$ cat config.mk
export PLATFORM = sky130hd
export DESIGN_NAME = scaled_playback_clock
export DESIGN_NICKNAME = d
export VERILOG_FILES = /design/src/rtl/spc_pkg.sv /design/src/rtl/scaled_playback_clock.sv
export SDC_FILE = /design/constraint.sdc
export NUM_CORES = 2
export LEC_CHECK = 0
export BUFFER_PORTS_ARGS = -buffer_cell sky130_fd_sc_hd__buf_2
export CORE_UTILIZATION = 34
export DETAILED_ROUTE_END_ITERATION = 16
export GPL_ROUTABILITY_DRIVEN = 0
export GPL_TIMING_DRIVEN = 0
export MAX_ROUTING_LAYER = met4
export PLACE_DENSITY_LB_ADDON = 0.15
export SLEW_MARGIN = 20
export SYNTH_ARGS = -nofsm -noshare
export SYNTH_HDL_FRONTEND = slang
export SYNTH_SLANG_ARGS = --single-unit
$ cat constraint.sdc
create_clock -name clk -period 10.25 [get_ports clk]
set_input_delay 2.05 -clock clk [delete_from_list [all_inputs] [get_ports clk]]
set_output_delay 2.05 -clock clk [all_outputs]
set_load 0.02 [all_outputs]
$ cat src/rtl/spc_pkg.sv
package spc_pkg;

	localparam int TIME_W     = 48;
	localparam int SPEED_FRAC = 8;
	localparam int POS_FRAC   = 16;
	localparam int GRAN_W     = 32;
	localparam int SPEED_W    = 16;
	localparam int DELTA_W    = 32;
	localparam int KIND_W     = 3;
	localparam int CFG_IDX_W  = 3;

	localparam int POS_W      = POS_FRAC + 1;
	localparam int DVD_W      = TIME_W + POS_FRAC;
	localparam int MUL_W      = GRAN_W + SPEED_W;
	localparam int CNT_W      = $clog2(DVD_W + 1);

	localparam int OUT_USED_W = POS_W + TIME_W + 2;
	localparam int OUT_DATA_W = ((OUT_USED_W + 7) / 8) * 8;
	localparam int OUT_USER_W = 2;

	localparam logic [GRAN_W-1:0]  GRANULE_RST = GRAN_W'(1000);
	localparam logic [SPEED_W-1:0] SPEED_RST   = SPEED_W'(256);

	typedef enum logic [KIND_W-1:0] {
		KIND_START  = 3'd0,
		KIND_STOP   = 3'd1,
		KIND_PAUSE  = 3'd2,
		KIND_RESUME = 3'd3,
		KIND_TICK   = 3'd4
	} kind_t;

	typedef enum logic [CFG_IDX_W-1:0] {
		CFG_DURATION = 3'd0,
		CFG_INFINITE = 3'd1,
		CFG_OFFSET   = 3'd2,
		CFG_GRANULE  = 3'd3,
		CFG_SPEED    = 3'd4
	} cfg_idx_t;

	typedef enum logic [3:0] {
		ST_IDLE,
		ST_ELMOD,
		ST_TMUL,
		ST_OFFMOD,
		ST_SMUL,
		ST_DATEMOD,
		ST_POSCHK,
		ST_POSDIV,
		ST_DONE
	} state_t;

endpackage

$ cat src/rtl/scaled_playback_clock.sv
// start: offset modulo, speed multiply, date modulo (skipped at zero speed); running tick:
// elapsed modulo, then delta multiply if accepted; then a position divide when needed
// throughput: one event at a time, the next beat is taken the cycle after the result is
// registered, and a stalled result holds the input side off
// bit-serial restoring dividers (one quotient bit per cycle) and a shift-add multiplier
// arst_n low clears flags, date, elapsed time, output valid; granule 1000, speed 256, others 0
module scaled_playback_clock (
	input  logic                                   clk,
	input  logic                                   arst_n,
	input  logic                                   cfg_valid,
	output logic                                   cfg_ready,
	input  logic [spc_pkg::CFG_IDX_W-1:0]          cfg_index,
	input  logic [spc_pkg::TIME_W-1:0]             cfg_data,
	input  logic                                   s_axis_tvalid,
	output logic                                   s_axis_tready,
	input  logic [spc_pkg::DELTA_W-1:0]            s_axis_tdata,  // delta_us
	input  logic [spc_pkg::KIND_W-1:0]             s_axis_tuser,  // kind
	output logic                                   m_axis_tvalid,
	input  logic                                   m_axis_tready,
	// position_q16, date_now_us, is_running, is_paused, zero pad
	output logic [spc_pkg::OUT_DATA_W-1:0]         m_axis_tdata,
	output logic [spc_pkg::OUT_USER_W-1:0]         m_axis_tuser   // notify, accepted
);

	localparam int TW = spc_pkg::TIME_W;

	spc_pkg::state_t state_q, state_d;

	logic [TW-1:0]                  dur_q, dur_d;
	logic                           inf_q, inf_d;
	logic [TW-1:0]                  off_q, off_d;
	logic [spc_pkg::GRAN_W-1:0]     gran_q, gran_d;
	logic [spc_pkg::SPEED_W-1:0]    spd_q, spd_d;

	logic                           running_q, running_d;
	logic                           paused_q, paused_d;
	logic [TW-1:0]                  date_q, date_d;
	logic [TW-1:0]                  el_q, el_d;
	logic                           m_valid_q, m_valid_d;

	logic                           notify_q, notify_d;
	logic                           accepted_q, accepted_d;
	logic [spc_pkg::DELTA_W-1:0]    delta_q, delta_d;
	logic [spc_pkg::POS_W-1:0]      pos_q, pos_d;

	logic [spc_pkg::DVD_W-1:0]      dvd_q, dvd_d;
	logic [TW-1:0]                  rem_q, rem_d;
	logic [TW-1:0]                  dsr_q, dsr_d;
	logic [spc_pkg::CNT_W-1:0]      cnt_q, cnt_d;
	logic [spc_pkg::MUL_W-1:0]      mpa_q, mpa_d;
	logic [spc_pkg::SPEED_W-1:0]    mpb_q, mpb_d;
	logic [spc_pkg::MUL_W-1:0]      prod_q, prod_d;

	logic                           o_notify_q, o_notify_d;
	logic                           o_accepted_q, o_accepted_d;
	logic [spc_pkg::POS_W-1:0]      o_pos_q, o_pos_d;
	logic [TW-1:0]                  o_date_q, o_date_d;
	logic                           o_running_q, o_running_d;
	logic                           o_paused_q, o_paused_d;

	logic [TW:0]                    div_sh;
	logic                           div_ge;
	logic [TW-1:0]                  div_rem;
	logic [spc_pkg::DVD_W-1:0]      div_dvd;
	logic [spc_pkg::MUL_W-1:0]      mul_sum;
	logic [spc_pkg::GRAN_W-1:0]     gran_eff;
	logic [spc_pkg::MUL_W-1:0]      inc;
	logic [TW:0]                    date_sum;
	logic [TW:0]                    el_sum;

	// one restoring divide step and one shift-add multiply step
	assign div_sh  = {rem_q, dvd_q[spc_pkg::DVD_W-1]};
	assign div_ge  = div_sh >= {1'b0, dsr_q};
	assign div_rem = div_ge ? TW'(div_sh - {1'b0, dsr_q}) : div_sh[TW-1:0];
	assign div_dvd = {dvd_q[spc_pkg::DVD_W-2:0], div_ge};
	assign mul_sum = prod_q + (mpb_q[0] ? mpa_q : '0);

	assign gran_eff = (gran_q == '0) ? spc_pkg::GRAN_W'(1) : gran_q;
	assign inc      = prod_q >> spc_pkg::SPEED_FRAC;
	assign date_sum = {1'b0, date_q} + (TW + 1)'(inc);
	assign el_sum   = {1'b0, el_q} + (TW + 1)'(delta_q);

	assign cfg_ready     = 1'b1;
	assign s_axis_tready = (state_q == spc_pkg::ST_IDLE);
	assign m_axis_tvalid = m_valid_q;
	assign m_axis_tuser  = {o_accepted_q, o_notify_q};
	assign m_axis_tdata  = {(spc_pkg::OUT_DATA_W - spc_pkg::OUT_USED_W)'(0),
		o_paused_q, o_running_q, o_date_q, o_pos_q};

	always_comb begin
		state_d      = state_q;
		dur_d        = dur_q;
		inf_d        = inf_q;
		off_d        = off_q;
		gran_d       = gran_q;
		spd_d        = spd_q;
		running_d    = running_q;
		paused_d     = paused_q;
		date_d       = date_q;
		el_d         = el_q;
		m_valid_d    = m_valid_q && !m_axis_tready;
		notify_d     = notify_q;
		accepted_d   = accepted_q;
		delta_d      = delta_q;
		pos_d        = pos_q;
		dvd_d        = dvd_q;
		rem_d        = rem_q;
		dsr_d        = dsr_q;
		cnt_d        = cnt_q;
		mpa_d        = mpa_q;
		mpb_d        = mpb_q;
		prod_d       = prod_q;
		o_notify_d   = o_notify_q;
		o_accepted_d = o_accepted_q;
		o_pos_d      = o_pos_q;
		o_date_d     = o_date_q;
		o_running_d  = o_running_q;
		o_paused_d   = o_paused_q;

		if (cfg_valid) begin
			case (spc_pkg::cfg_idx_t'(cfg_index))
				spc_pkg::CFG_DURATION: dur_d  = cfg_data;
				spc_pkg::CFG_INFINITE: inf_d  = cfg_data[0];
				spc_pkg::CFG_OFFSET:   off_d  = cfg_data;
				spc_pkg::CFG_GRANULE:  gran_d = cfg_data[spc_pkg::GRAN_W-1:0];
				spc_pkg::CFG_SPEED:    spd_d  = cfg_data[spc_pkg::SPEED_W-1:0];
				default: ;
			endcase
		end

		case (state_q)
			spc_pkg::ST_IDLE: begin
				if (s_axis_tvalid) begin
					delta_d    = s_axis_tdata;
					notify_d   = 1'b0;
					accepted_d = 1'b0;
					state_d    = spc_pkg::ST_POSCHK;
					case (spc_pkg::kind_t'(s_axis_tuser))
						spc_pkg::KIND_START: begin
							if (!inf_q && dur_q <= off_q) begin
								running_d = 1'b0;
								paused_d  = 1'b0;
							end else if (!running_q) begin
								running_d = 1'b1;
								paused_d  = 1'b0;
								notify_d  = 1'b1;
								rem_d     = '0;
								dvd_d     = {off_q, spc_pkg::POS_FRAC'(0)};
								dsr_d     = TW'(gran_eff);
								cnt_d     = spc_pkg::CNT_W'(TW);
								state_d   = spc_pkg::ST_OFFMOD;
							end
						end
						spc_pkg::KIND_STOP: begin
							running_d = 1'b0;
							paused_d  = 1'b0;
						end
						spc_pkg::KIND_PAUSE:  paused_d = 1'b1;
						spc_pkg::KIND_RESUME: paused_d = 1'b0;
						spc_pkg::KIND_TICK: begin
							if (running_q && !paused_q) begin
								rem_d   = '0;
								dvd_d   = {el_q, spc_pkg::POS_FRAC'(0)};
								dsr_d   = TW'(gran_eff);
								cnt_d   = spc_pkg::CNT_W'(TW);
								state_d = spc_pkg::ST_ELMOD;
							end
						end
						default: ;
					endcase
				end
			end
			spc_pkg::ST_OFFMOD: begin
				if (cnt_q != '0) begin
					rem_d = div_rem;
					dvd_d = div_dvd;
					cnt_d = cnt_q - spc_pkg::CNT_W'(1);
				end else begin
					el_d    = off_q - rem_q;
					mpa_d   = spc_pkg::MUL_W'(gran_eff);
					mpb_d   = spd_q;
					prod_d  = '0;
					cnt_d   = spc_pkg::CNT_W'(spc_pkg::SPEED_W);
					state_d = spc_pkg::ST_SMUL;
				end
			end
			spc_pkg::ST_SMUL: begin
				if (cnt_q != '0) begin
					prod_d = mul_sum;
					mpa_d  = mpa_q << 1;
					mpb_d  = mpb_q >> 1;
					cnt_d  = cnt_q - spc_pkg::CNT_W'(1);
				end else if (prod_q == '0) begin
					date_d  = '0;
					state_d = spc_pkg::ST_POSCHK;
				end else begin
					rem_d   = '0;
					dvd_d   = {off_q, spc_pkg::POS_FRAC'(0)};
					dsr_d   = TW'(prod_q);
					cnt_d   = spc_pkg::CNT_W'(TW + spc_pkg::SPEED_FRAC);
					state_d = spc_pkg::ST_DATEMOD;
				end
			end
			spc_pkg::ST_DATEMOD: begin
				if (cnt_q != '0) begin
					rem_d = div_rem;
					dvd_d = div_dvd;
					cnt_d = cnt_q - spc_pkg::CNT_W'(1);
				end else begin
					date_d  = off_q - (rem_q >> spc_pkg::SPEED_FRAC)
						- TW'(rem_q[spc_pkg::SPEED_FRAC-1:0] != '0);
					state_d = spc_pkg::ST_POSCHK;
				end
			end
			spc_pkg::ST_ELMOD: begin
				if (cnt_q != '0) begin
					rem_d = div_rem;
					dvd_d = div_dvd;
					cnt_d = cnt_q - spc_pkg::CNT_W'(1);
				end else if (({1'b0, rem_q[spc_pkg::GRAN_W-1:0]} + {1'b0, delta_q})
						>= {1'b0, gran_eff}) begin
					mpa_d   = spc_pkg::MUL_W'(delta_q);
					mpb_d   = spd_q;
					prod_d  = '0;
					cnt_d   = spc_pkg::CNT_W'(spc_pkg::SPEED_W);
					state_d = spc_pkg::ST_TMUL;
				end else begin
					state_d = spc_pkg::ST_POSCHK;
				end
			end
			spc_pkg::ST_TMUL: begin
				if (cnt_q != '0) begin
					prod_d = mul_sum;
					mpa_d  = mpa_q << 1;
					mpb_d  = mpb_q >> 1;
					cnt_d  = cnt_q - spc_pkg::CNT_W'(1);
				end else begin
					date_d     = date_sum[TW] ? '1 : date_sum[TW-1:0];
					el_d       = el_sum[TW] ? '1 : el_sum[TW-1:0];
					accepted_d = 1'b1;
					notify_d   = 1'b1;
					state_d    = spc_pkg::ST_POSCHK;
				end
			end
			spc_pkg::ST_POSCHK: begin
				// end of playback after an advancing tick
				if (accepted_q && !inf_q && date_q > dur_q) begin
					running_d = 1'b0;
					paused_d  = 1'b0;
				end
				if (inf_q) begin
					pos_d   = '0;
					state_d = spc_pkg::ST_DONE;
				end else if (dur_q == '0 || {1'b0, date_q} >= {dur_q, 1'b0}) begin
					pos_d   = '1;
					state_d = spc_pkg::ST_DONE;
				end else begin
					rem_d   = {1'b0, date_q[TW-1:1]};
					dvd_d   = {date_q[0], (spc_pkg::DVD_W - 1)'(0)};
					dsr_d   = dur_q;
					cnt_d   = spc_pkg::CNT_W'(spc_pkg::POS_W);
					state_d = spc_pkg::ST_POSDIV;
				end
			end
			spc_pkg::ST_POSDIV: begin
				if (cnt_q != '0) begin
					rem_d = div_rem;
					dvd_d = div_dvd;
					cnt_d = cnt_q - spc_pkg::CNT_W'(1);
				end else begin
					pos_d   = dvd_q[spc_pkg::POS_W-1:0];
					state_d = spc_pkg::ST_DONE;
				end
			end
			spc_pkg::ST_DONE: begin
				if (!m_valid_q || m_axis_tready) begin
					m_valid_d    = 1'b1;
					o_notify_d   = notify_q;
					o_accepted_d = accepted_q;
					o_pos_d      = pos_q;
					o_date_d     = date_q;
					o_running_d  = running_q;
					o_paused_d   = paused_q;
					state_d      = spc_pkg::ST_IDLE;
				end
			end
			default: state_d = spc_pkg::ST_IDLE;
		endcase
	end

	always_ff @(posedge clk or negedge arst_n) begin
		if (!arst_n) begin
			state_q   <= spc_pkg::ST_IDLE;
			dur_q     <= '0;
			inf_q     <= 1'b0;
			off_q     <= '0;
			gran_q    <= spc_pkg::GRANULE_RST;
			spd_q     <= spc_pkg::SPEED_RST;
			running_q <= 1'b0;
			paused_q  <= 1'b0;
			date_q    <= '0;
			el_q      <= '0;
			m_valid_q <= 1'b0;
		end else begin
			state_q   <= state_d;
			dur_q     <= dur_d;
			inf_q     <= inf_d;
			off_q     <= off_d;
			gran_q    <= gran_d;
			spd_q     <= spd_d;
			running_q <= running_d;
			paused_q  <= paused_d;
			date_q    <= date_d;
			el_q      <= el_d;
			m_valid_q <= m_valid_d;
		end
	end

	always_ff @(posedge clk) begin
		notify_q     <= notify_d;
		accepted_q   <= accepted_d;
		delta_q      <= delta_d;
		pos_q        <= pos_d;
		dvd_q        <= dvd_d;
		rem_q        <= rem_d;
		dsr_q        <= dsr_d;
		cnt_q        <= cnt_d;
		mpa_q        <= mpa_d;
		mpb_q        <= mpb_d;
		prod_q       <= prod_d;
		o_notify_q   <= o_notify_d;
		o_accepted_q <= o_accepted_d;
		o_pos_q      <= o_pos_d;
		o_date_q     <= o_date_d;
		o_running_q  <= o_running_d;
		o_paused_q   <= o_paused_d;
	end

endmodule

Yosys cells after proc, flatten, opt, wreduce, memory -nomap -nowiden
Index checks and enable logic that the tools add are counted.
{ "classes": {"mux": 114, "addsub": 9, "eq_ne": 44, "magnitude_cmp": 5, "n_reduce_logical": 51} }
{ "op_table": {"columns": ["op", "n"], "rows": [
  ["$mux W48", 35],
  ["$mux W64", 9],
  ["$pmux W48 S3", 4],
  ["$pmux W48 S2", 3],
  ["$pmux W64 S4", 1],
  ["$pmux W48 S4", 1],
  ["$pmux W64 S2", 1],
  ["$logic_not A48 Y1", 2],
  ["$sub A48 B48 Y48", 2],
  ["$mux W7", 12],
  ["$mux W16", 4],
  ["$mux W17", 3],
  ["$add A48 B32 Y49", 1],
  ["$add A48 B40 Y49", 1],
  ["$ge A48 B49 Y1", 1],
  ["$ge A49 B48 Y1", 1],
  ["$add A48 B48 Y48", 1],
  ["$gt A48 B48 Y1", 1],
  ["$le A48 B48 Y1", 1],
  ["$pmux W16 S3", 1],
  ["$sub A48 B1 Y48", 1],
  ["$sub A48 B40 Y48", 1],
  ["$pmux W7 S6", 1],
  ["$mux W4", 9],
  ["48 further kinds", 126]
]} }
{ "word_totals": {"out_inout_bits": 77, "in_bits": 91, "register_bits": 647} }

Depth between registers and ports, before layout
{ "depth": {"ltp_word": 7, "ltp_mapped": 24, "depth_no_buf": 24} }

Least setup slack after synthesis
No wires, ideal clock.
{ "synth_path": {"path_type": "input port to flip-flop", "from": "input port s_axis_tuser[1] (netlist bit)", "to": "register dvd_q[0] (netlist bit), enable pin", "setup_ps": 620, "path_slack_ps": 1331, "required_ps": 9630, "n_path_buf": 0, "path_stages": 4, "arrival_ps": 8300, "cell_sequence": "or3_1 > o311ai_1 > o21ai_1 > a21oi_1"} }
{ "synth_via": {"elab_chain_cells": 3, "word_cells_on_any_way": 7, "classes_between": "5 x eq/ne; 2 x reduce/logical"} }
{ "synth_rtl": {"columns": ["element", "line", "rtl"], "rows": [
  ["from (decl)", "scaled_playback_clock.sv:17", "input logic [spc_pkg::KIND_W-1:0] s_axis_tuser,"],
  ["$eq A3 B3 Y1 / $logic_not A3 Y1 (equally long branches)", "scaled_playback_clock.sv:138", "case (spc_pkg::kind_t'(s_axis_tuser))"],
  ["$ne A3 B1 Y1 (no source line) / $ne A3 B3 Y1 (equally long branches)", null, null],
  ["$reduce_and A11 Y1 (no source line) (*)", null, null],
  ["to (signal assigned)", "scaled_playback_clock.sv:324", "dvd_q <= dvd_d;"],
  ["to (decl)", "scaled_playback_clock.sv:46", "logic [spc_pkg::DVD_W-1:0] dvd_q, dvd_d;"]
]} }
Every way passes the cells marked *; elsewhere a longest branch is shown, timed or not.
A chain may end at the register's enable or synchronous reset.

Worst setup path in the final report
{ "layout_path": {"from": "register off_q[41]", "to": "register dvd_q[22] (netlist bit), enable pin"} }
{ "layout_via": {"elab_chain_cells": 4} }
{ "layout_rtl": {"columns": ["element", "line", "rtl"], "rows": [
  ["from (decl)", "scaled_playback_clock.sv:31", "logic [TW-1:0] off_q, off_d;"],
  ["from (signal assigned)", "scaled_playback_clock.sv:296", "off_q <= '0;"],
  ["from (signal assigned)", "scaled_playback_clock.sv:308", "off_q <= off_d;"],
  ["$le A48 B48 Y1", "scaled_playback_clock.sv:140", "if (!inf_q && dur_q <= off_q) begin"],
  ["$logic_and A1 B1 Y1", "scaled_playback_clock.sv:140", null],
  ["$ne A3 B3 Y1 (no source line)", null, null],
  ["$reduce_and A11 Y1 (no source line)", null, null]
]} }
Every way passes these cells.

==> impl_metrics.ini <==
[grt]
first_global_vias = 40700
antenna_violations_before_repair = 17
grt_use_met2_pct = 42.0
grt_max_degree = 74
globalRouteMet1Util_pct = 38.8
grt_use_met3_pct = 3.39
grt_first_pass_wirelength_mm = 285
groute.usage.overall_pct = 28.6
busiest_layer = met2
overflow = 0

[power]
ir_drop_v = 0.000149
power_mw = 20.9
power-per-cell-area_mw_per_mm2 = 384
total_leakage_power_nw = 23.9

[hold_path]
timing.hold.worst.class = flop to flop
hold_path_depth = 0

[detailed_routing]
detail_route.wl_per_cell_um = 27.0
number_of_drc_markers_in_iteration_0 = 4534
router_iterations_before_antenna_repair = 8
num_vias = 42300
viasPerCell = 5.72
drc_markers = 0
antenna_violating_nets_remaining = 0
drt-total-wl_mm = 200

[clock_tree]
clock_tree_from_tritoncts = built
cts_max_level = 3
tritoncts.num_buffers = 85
clkTransAtPathRegs_ns = 0.06
ctsLongestPathBuffers = 3
clkLatencyLatePin_ns = 0.72
hold_buffers = 0
postCtsResizedCells = 0
cts.sinks = 647
cts_setup_buffers = 0
cts.root.buffer_cell = sky130_fd_sc_hd__clkbuf_16

[floorplanning]
floorplan.io_pins = 168
effective_utilization_at_floorplan_pct = 34.2
floorplan.core_area_mm2 = 0.139
die_x_um = 376
row_count = 137
floorplan.die.height_um = 376
die_area_mm2 = 0.142

[finish]
highest_count_cells_in_the_layout_ignoring_fill_and_taps = 501 x sky130_fd_sc_hd__ha_1, 492 x sky130_fd_sc_hd__nand2_1, 418 x sky130_fd_sc_hd__a21oi_1
regArea_mm2 = 0.0182
final_cell_area_mm2 = 0.0545
multi_input_comb_area_mm2 = 0.0272
drive_above_1_share_pct = 9.37
area_growth_pct = 14.3
count_of_nets_after_finishing = 6034
mostFrequentLayoutCell = sky130_fd_sc_hd__ha_1
n_fill_cell = 14100
post-route-util_pct = 39.1

[synthesis]
synthesis.area_per_instance_um2 = 9.25
synthFlopType = sky130_fd_sc_hd__edfxtp_1
synth_warnings = 0
async_reset_ff_share_pct = 38.3
synth.top_cells.by_area = sky130_fd_sc_hd__edfxtp_1 25%, sky130_fd_sc_hd__ha_1 13%, sky130_fd_sc_hd__dfrtp_1 13%
synth_area_mm2 = 0.0477
synthesis.instances = 5156
netlist.area_leader.share_pct = 25.1
yosys.cell_types.count = 115
synth-edff-count = 399
yosys_register_bits = 647
synth_seq_area_share_pct = 38.2
synth_top_cell_by_area = sky130_fd_sc_hd__edfxtp_1

[timing]
smallest_setup_slack_after_layout_ns = 4.14
report.final.setup_viol = 0
slew_viol_final = 0
period_minus_slack_ns = 6.11
final.period_utilization_pct = 59.6
max_freq_mhz = 164
timing_worst_slew_pin_value_ns = 1.25
finalClockSkew_ns = 0.0427
setup_tns_ns = 0
finalHoldViolCount = 0
grt_setup_unrepaired = no
worst_slew_margin_rel_pct = 15.9

[critical_path]
cp_data_required_time_ns = 10.67
worstSetupPathType = flop to flop
cp.arrival_ns = 6.53
crit_path_max_fanout = 23
worstRegToRegCells = 16
startpoint_type = flop
critPathCaptureType = flop

[place]
place_area_mm2 = 0.0515
place.port_buffers = 161
dpl_worst_slack_ns = 4.21
dp_hpwl_mm = 163

[run_status]
run_status = complete, no violations

[run]
maxCapViolations = 0
[Yosys cell counts, types with 21 or more instances]
cell                       count
sky130_fd_sc_hd__ha_1        501
sky130_fd_sc_hd__nand2_1     492
sky130_fd_sc_hd__a21oi_1     419
sky130_fd_sc_hd__o21ai_0     414
sky130_fd_sc_hd__inv_1       408
sky130_fd_sc_hd__edfxtp_1    399
sky130_fd_sc_hd__nor2_1      295
sky130_fd_sc_hd__dfrtp_1     241
sky130_fd_sc_hd__a21o_1      219
sky130_fd_sc_hd__clkbuf_1    169
sky130_fd_sc_hd__xnor2_1     145
sky130_fd_sc_hd__xor2_1      117
sky130_fd_sc_hd__and2_1       88
sky130_fd_sc_hd__nor3_1       88
sky130_fd_sc_hd__nand4_1      86
sky130_fd_sc_hd__nand3_1      68
sky130_fd_sc_hd__mux2i_1      67
sky130_fd_sc_hd__o21a_1       61
sky130_fd_sc_hd__and3_1       60
sky130_fd_sc_hd__mux2_2       52
sky130_fd_sc_hd__a31oi_1      50
sky130_fd_sc_hd__nand2b_1     49
sky130_fd_sc_hd__nor4_1       48
sky130_fd_sc_hd__a221o_1      42
sky130_fd_sc_hd__nor2b_1      41
sky130_fd_sc_hd__o21bai_1     40
sky130_fd_sc_hd__a222oi_1     35
sky130_fd_sc_hd__a211oi_1     29
sky130_fd_sc_hd__o211ai_1     27
sky130_fd_sc_hd__o22ai_1      26
sky130_fd_sc_hd__buf_1        21
[layer usage]
metal / routed length, um / vias up
met5: 0 / -
met3: 14300 / 340
li1: - / 19500
met2: 85500 / 1636
met1: 89200 / 20800
met4: 10800 / 0
[cell families after synthesis]
family | share of synthesized area [%]
flip-flops | 38.2
multiplexers | 2.63
buffers and inverters | 5.10
AND/OR/NAND/NOR | 14.1
AO/OA/AOI/OAI | 21.7
XOR/XNOR | 4.81
adder cells (fa/ha/maj) | 13.5
other | 0.0157
[sequential cells by signal (all words and copies together), names as in the netlist, 4 cells and up]
name	cells
dvd_q	64
off_q	48
prod_q	48
mpa_q	48
rem_q	48
state_q	4
dsr_q	48
o_date_q	48
el_q	48
mpb_q	16
dur_q	48
pos_q	17
spd_q	16
cnt_q	7
delta_q	32
gran_q	32
date_q	48
o_pos_q	17
[metrics by stage]
step / hold slack, ns / std cells
after floorplan: 0.400 / 5160
after global placement: 0.406 / 7197
after detailed placement: 0.406 / 7223
after CTS: 0.418 / 7383
after global routing: 0.422 / 7386
final: 0.414 / 7393
[worst max-delay path, cell delays in order, from the launching register on]
cell	delay [ns]
sky130_fd_sc_hd__dfrtp_1	0.43
sky130_fd_sc_hd__clkbuf_1	0.60
sky130_fd_sc_hd__inv_1	0.14
sky130_fd_sc_hd__ha_1	0.33
sky130_fd_sc_hd__and3_1	0.16
sky130_fd_sc_hd__nand4_1	0.16
sky130_fd_sc_hd__or2_1	0.33
sky130_fd_sc_hd__nor4_1	0.77
sky130_fd_sc_hd__o21ai_0	0.20
sky130_fd_sc_hd__a21oi_1	0.18
sky130_fd_sc_hd__o21ai_1	0.31
sky130_fd_sc_hd__or3_1	0.48
sky130_fd_sc_hd__o311ai_1	0.47
sky130_fd_sc_hd__o21ai_1	0.30
sky130_fd_sc_hd__a21oi_4	0.51
sky130_fd_sc_hd__buf_16	0.24
sky130_fd_sc_hd__buf_16	0.19
[report_power, final]
group / internal, mW / switching [mW] / total [mW]
logic: 4.67 / 7.49 / 12.2
registers: 4.11 / 1.43 / 5.54
clock network: 1.90 / 1.31 / 3.21
total: 10.7 / 10.2 / 20.9
[worst paths after layout]
kind                                start          end  slack, ns
worst min-delay path            pos_q[16]  o_pos_q[16]       0.41
min in group asynchronous          arst_n     spd_q[3]       1.23
worst min register to register  pos_q[16]  o_pos_q[16]       0.41
worst max-delay path            off_q[41]    dvd_q[22]       4.14
max in group asynchronous          arst_n    running_q       7.81
worst max register to register  off_q[41]    dvd_q[22]       4.14
[area by class of cell]
class	count	area share [%]
inverter	409	2.82
clock inverter	39	0.868
clock buffer	121	4.57
buffer	219	1.67
sequential	647	33.4
tap	1876	4.31
antenna	10	0.0459
timing repair buffer	187	2.52
multi-input combinational	3885	49.8
Note: power is estimated with default switching activity, not from simulation.
